[src/hdl/aksd_pkg.sv]
// shared types, constants and helpers of the auto-calibrating key detector
// depends on nothing; used by aksd_trigger_calc, aksd_result_fifo and the top level

package aksd_pkg;

    // fixed field widths
    localparam int IDX_W      = 4;
    localparam int LEVEL_W    = 16;
    localparam int PERMILLE_W = 10;
    localparam int PADDR_W    = 4;
    localparam int PDATA_W    = 32;

    // defaults of the top level parameters
    localparam int DEFAULT_SENSOR_COUNT = 16;
    localparam int DEFAULT_SAMPLE_BITS  = 16;

    // register reset values
    localparam logic [PERMILLE_W-1:0] THRESHOLD_RESET  = 10'd700;
    localparam logic [PERMILLE_W-1:0] HYSTERESIS_RESET = 10'd120;
    localparam logic [LEVEL_W-1:0]    MIN_SPAN_RESET   = 16'd500;

    // full scale of a permille level
    localparam logic [PERMILLE_W-1:0] PERMILLE_FULL = 10'd1000;

    // floor(p / 1000) as (p * DIV_RECIP) >> DIV_SHIFT, exact for p below 2**26
    localparam int PROD_W    = LEVEL_W + PERMILLE_W;
    localparam int RECIP_W   = 27;
    localparam int DIV_SHIFT = 36;
    localparam logic [RECIP_W-1:0] DIV_RECIP = 27'd68719477;

    // results buffered between the trigger pipe and the output channel
    localparam int RESULT_DEPTH = 8;

    // register map, index = paddr[3:2]
    typedef enum logic [1:0] {
        REG_THRESHOLD  = 2'd0,
        REG_HYSTERESIS = 2'd1,
        REG_MIN_SPAN   = 2'd2
    } cfg_reg_e;

    // request payload
    typedef struct packed {
        logic [IDX_W-1:0]   sensor_index;
        logic [LEVEL_W-1:0] raw_sample;
    } sample_t;

    // result payload
    typedef struct packed {
        logic [IDX_W-1:0]   sensor_id;
        logic               key_down;
        logic               press_event;
        logic               release_event;
        logic               calibrated;
        logic [LEVEL_W-1:0] low_trigger;
        logic [LEVEL_W-1:0] high_trigger;
    } result_t;

    // switching levels in permille
    typedef struct packed {
        logic [PERMILLE_W-1:0] lo;
        logic [PERMILLE_W-1:0] hi;
    } ppm_pair_t;

    // decision of the state loop, handed to the trigger pipe
    typedef struct packed {
        logic               valid;
        logic [IDX_W-1:0]   sensor_id;
        logic               key_down;
        logic               press_event;
        logic               release_event;
        logic               calibrated;
        logic [LEVEL_W-1:0] level_min;
        logic [LEVEL_W-1:0] level_max;
        logic [LEVEL_W-1:0] span;
    } judge_t;

    // threshold minus and plus half the hysteresis, clamped to 0..1000
    function automatic ppm_pair_t ppm_levels(input logic [PERMILLE_W-1:0] thr,
                                             input logic [PERMILLE_W-1:0] hyst);
        logic [PERMILLE_W-1:0] half;
        logic [PERMILLE_W-1:0] lo_diff;
        logic [PERMILLE_W:0]   hi_sum;
        ppm_pair_t             r;
        half    = hyst >> 1;
        lo_diff = (thr > half) ? (thr - half) : '0;
        hi_sum  = {1'b0, thr} + {1'b0, half};
        r.lo    = (lo_diff > PERMILLE_FULL) ? PERMILLE_FULL : lo_diff;
        r.hi    = (hi_sum > {1'b0, PERMILLE_FULL}) ? PERMILLE_FULL : hi_sum[PERMILLE_W-1:0];
        return r;
    endfunction

endpackage

[src/hdl/aksd_result_fifo.sv]
// small result buffer between the trigger pipe and the output channel
// depends on aksd_pkg

module aksd_result_fifo (
    input  logic              clk,
    input  logic              rst_n,
    input  logic              push,
    input  aksd_pkg::result_t push_data,
    output logic              pop_valid,
    input  logic              pop_ready,
    output aksd_pkg::result_t pop_data
);

    localparam int DEPTH = aksd_pkg::RESULT_DEPTH;
    localparam int PTR_W = $clog2(DEPTH);
    localparam int CNT_W = $clog2(DEPTH + 1);

    aksd_pkg::result_t slot_reg [DEPTH];
    logic [PTR_W-1:0]  wr_ptr_reg;
    logic [PTR_W-1:0]  rd_ptr_reg;
    logic [CNT_W-1:0]  count_reg;
    logic [CNT_W-1:0]  count_next;
    logic              pop;

    assign pop_valid = (count_reg != '0);
    assign pop_data  = slot_reg[rd_ptr_reg];
    assign pop       = pop_valid && pop_ready;

    // occupancy
    always_comb
    begin
        count_next = count_reg + CNT_W'(push) - CNT_W'(pop);
    end

    // pointers and count
    always_ff @(posedge clk or negedge rst_n)
    begin
        if (!rst_n)
        begin
            wr_ptr_reg <= '0;
            rd_ptr_reg <= '0;
            count_reg  <= '0;
        end
        else
        begin
            if (push)
            begin
                wr_ptr_reg <= wr_ptr_reg + PTR_W'(1);
            end
            if (pop)
            begin
                rd_ptr_reg <= rd_ptr_reg + PTR_W'(1);
            end
            count_reg <= count_next;
        end
    end

    // storage
    always_ff @(posedge clk)
    begin
        if (push)
        begin
            slot_reg[wr_ptr_reg] <= push_data;
        end
    end

    // upstream credit keeps the buffer from overflowing
    a_no_overflow: assert property (@(posedge clk) disable iff (!rst_n)
        push |-> (count_reg < CNT_W'(DEPTH)))
        else $error("result buffer written while full");

endmodule

[config.mk]
export PLATFORM = sky130hd
export DESIGN_NAME = aksd_result_fifo
export DESIGN_NICKNAME = d
export VERILOG_FILES = /design/src/hdl/aksd_pkg.sv /design/src/hdl/aksd_result_fifo.sv
export SDC_FILE = /design/constraint.sdc
export NUM_CORES = 1
export LEC_CHECK = 0
export ABC_AREA = 1
export BUFFER_PORTS_ARGS = -buffer_cell sky130_fd_sc_hd__buf_2
export CAP_MARGIN = 15
export CORE_UTILIZATION = 55
export CTS_CLUSTER_DIAMETER = 30
export CTS_CLUSTER_SIZE = 12
export DETAILED_ROUTE_END_ITERATION = 16
export PLACE_DENSITY_LB_ADDON = 0.3
export SLEW_MARGIN = 5
export SYNTH_ARGS = -nofsm -noshare
export SYNTH_HDL_FRONTEND = slang
export SYNTH_SLANG_ARGS = --single-unit
[constraint.sdc]
create_clock -name clk -period 3.95 [get_ports clk]
set_input_delay 0.1975 -clock clk [delete_from_list [all_inputs] [get_ports clk]]
set_output_delay 0.1975 -clock clk [all_outputs]
set_load 0.01 [all_outputs]
# After elaboration in Yosys (flattened, before gate mapping)
# Memories as Yosys holds them, arrays and structs flattened.
# Cells that the tools add are included.
# classes
add_sub_neg	4
n_mux	2
n_reduce_logical	2
# ops
op	count
adder 3 x 1 -> 3 bit (second input constant)	2
adder 4 x 1 -> 4 bit	1
nonzero test 4 bit	1
subtractor 4 x 1 -> 4 bit	1
two-way mux 1 bit	2
logical AND 1 bit	1
# word_totals
n_memories	1
mem_bits_rw	320
out_inout_bits	41
word_cells	12
register_bits	10
inputBits	44
# memory_table
name	depth	word_bits	rd	rd_ports_with_merged_regs	wr	line_no	rtl
slot_reg	8	40	1	0	1	aksd_result_fifo.sv:18	aksd_pkg::result_t slot_reg [DEPTH];

# Depth between registers and ports, before layout
# depth
depth_word	3
ltp_mapped	11
mapped_depth_nobuf	11

# Worst setup path after synthesis
# Ideal clock, no wire load.
# synth_path
kind	register -> register
start	register wr_ptr_reg[0]
end	memory slot_reg[0][0] (netlist name), enable pin
t_required_ps	3513
path_buffers	0
slack_ps	1093
arrival_ps	2420
setup_ps	437
period_less_slack_ps	2857
path_stages_with_launch	3
path_cell_list	dfrtp_1 or2_2 nor2_1
# synth_rtl
element	line_no	rtl
start: declaration	aksd_result_fifo.sv:19	logic [PTR_W-1:0] wr_ptr_reg;
start signal: assignment	aksd_result_fifo.sv:48	wr_ptr_reg <= wr_ptr_reg + PTR_W'(1);
end: declaration	aksd_result_fifo.sv:18	
# No word-level cell before the write port.

==> results.ini <==
[status]
outcome=finished, final reports clean

[floorplan]
core_area_mm2=0.0270
io_pins=85
die-area_mm2=0.0284
die_width_um=168
initial_utilization_pct=56.4
die_h_um=168
core.rowCount=60

[power_and_ir_drop]
p_int_mw=9.09
power_switching_mw=4.80
power_mw=13.9
p_sw_share_pct=34.5
p_comb_share_pct=30.6
leakage_nw=8.52
p_seq_share_pct=32.6
power.density_mw_per_mm2=758
pwr-share-clk_pct=36.8
peakVddDrop_mv=0.593

[placement]
dp.final_hpwl_um=16600
io_buffers=84
gp_congestion=0.741

[sta]
worstMarginPinSlew_ns=1.11
min_period_ns=3.42
finalMaxSlewViolations=0
fin_crit_sh_pct=86.7
rsz0062_at_grt=no
finalHoldViolations=0
relSlewSlack_pct=26.3
setup_viol=0
timing.setup.tns_ns=0
skew_ns=0.00947
fmax_mhz=292

[worst_setup_path]
cp.arrival_ns=3.23
required_ns=3.75
crit_type=flop to primary output
path_max_fanout=85
cp-start-kind=flop
setup.worst_path.end_class=primary output

[clock_network]
post_cts.resized_instances=0
numClockSinks=330
cts_root_buffer=clkbuf_16
clk_pin_slew_worst_paths_ns=0.05
cts_tree=built
numCtsBuffers=58
clkLatencyLatePin_ns=0.57
clk_path_buf_depth=3
htreeDepth=2

[yosys]
muxShareOfSynthArea_pct=0
yosys.cell_types.count=26
ys_ff_latch=330
yosys.area_share.simple_pct=22.9
synth_top_family_by_area=simple AND/OR/NAND/NOR gates
syn_nets=1501
postSynthCellCount=1449
synth-adder-area-share_pct=0.706
avgSynthCellArea_um2=10.5
synth_compound_area_share_pct=0.131
synth_edf_count=320
synth-seq-area-share_pct=64.7
ys_async_sr_fraction_pct=3.03
yosysWarnings=0
synth-xor-area-share_pct=0.287
synthFlopType=edfxtp_1
syn_area_mm2=0.0152

[route]
vias_per_cell=4.95
drt_iter0_markers=758
m1WireLength_um=13300
drt-total-wl_um=31900
postRouteAntennaNets=0
highest_layer=met4
drc=0
dr_total_vias=9824
wl_met2_um=16100
wl_per_cell_um=16.1
dr_wl_met3_um=1720
first_pass_iters=5

[global_route]
grt_usage_pct=23.4
overflow=0
antenna_found_initial=1
grt_pass1_wl_um=51000
grt_max_degree=86
first_global_vias=9929

[finish]
largest_reg_flops=320
areaGrowthSynthToFinish_pct=20.3
nNetsFinal=1646
drive_gt1_share_pct=25.3

[run]
maxCapViolations=0

[hold_path]
min-delay-path-class=input pin to asynchronous set/reset pin

[routing by layer]
metal | up-vias | GRT usage [%]
met5 | - | 0
met4 | 0 | 9.84
met3 | 67 | 3.83
met2 | 281 | 40.5
met1 | 4672 | 29.2
li1 | 4804 | -
[worst paths after layout]
kind	to	slack, ns	cells after the start	startpoint
hold / removal	wr_ptr_reg[2]	0.04	2	rst_n
max in group asynchronous	rd_ptr_reg[1]	3.67	2	rst_n
setup reg to reg	slot_reg[6][24]	1.68	3	wr_ptr_reg[0]
setup / recovery	pop_data[19]	0.53	7	rd_ptr_reg[0]
min in group clk	rd_ptr_reg[2]	0.08	3	pop_ready
hold reg to reg	wr_ptr_reg[0]	0.55	2	wr_ptr_reg[0]
[metrics by stage]
stage	hold WS [ns]	area, um2	setup WS [ns]	instances	utilization [%]
after floorplan	-0.0981	15200	1.09	1449	-
after CTS	0.0236	18300	0.520	1984	67.8
after global routing	0.0644	18300	0.369	1985	67.8
final	0.0373	18300	0.526	1985	67.8
after detailed placement	0.0884	15900	1.14	1833	58.7
after global placement	0.0824	15900	1.21	1833	58.7
[synthesized netlist by cell type, drive strengths merged, types with 2 or more instances]
cell	instances	share of area, %
buf	52	2.7
clkbuf	9	0.22
clkinv	3	0.090
dfrtp	10	1.6
edfxtp	320	63
ha	7	0.57
inv	334	8.3
nand2	533	16
nand3	162	7.0
nor2	8	0.20
o21ai	3	0.099
xnor2	2	0.12
xor2	3	0.17
[final cells by class]
class / instances / area (um2)
sequential: 330 / 9870
clock buffer: 66 / 1560
multi-input combinational: 721 / 3720
tap: 341 / 427
inverter: 337 / 1280
clock inverter: 43 / 487
timing repair buffer: 146 / 991
antenna: 1 / 2.50
fill: 1946 / 8700
[timing repair]
action,4_1_cts,5_1_grt
hold buffers,42,0
endpoints found under the setup margin,0,0
setup buffers,0,0
endpoints found under the hold margin,334,0
[power groups by stage]
stage	registers, mW	clock network (mW)	logic, mW
4_1_cts	4.53	5.17	4.30
5_1_grt	4.57	5.34	4.73
3_5_place_dp	4.59	0	4.22
6_report	4.53	5.11	4.25
3_3_place_gp	4.57	0	4.10
2_1_floorplan	4.44	0	3.29
[cells in the final DEF, fill, tap and decap left out, drive strengths merged]
cell type / instances
clkbuf: 66
bufinv: 10
clkinvlp: 7
buf: 104
nor2: 8
edfxtp: 320
inv: 335
a21oi: 1
or2: 1
clkinv: 28
xor2: 3
diode: 1
xnor2: 2
dlygate4sd3: 42
fa: 1
dfrtp: 10
ha: 7
o21ai: 3
nand3: 162
nand2: 533
[logic make-up (layout without fill, tap and decap cells)]
family | Yosys count | count (layout)
and+or+nand+nor | 704 | 704
buffers and inverters | 398 | 592
DFF | 330 | 330
adders and majority gates | 8 | 8
xor gates and xnor gates | 5 | 5
AOI/OAI and AO/OA | 4 | 4
other | 0 | 1
[critical path, stage by stage, from the launching register on]
cell,delay (ns)
dfrtp_4,1.05
buf_4,0.83
nand2_1,0.18
nand3_1,0.15
nand2_1,0.06
nand2_1,0.05
nand2_1,0.10
buf_2,0.15
Power figures use the tool's default switching activity.
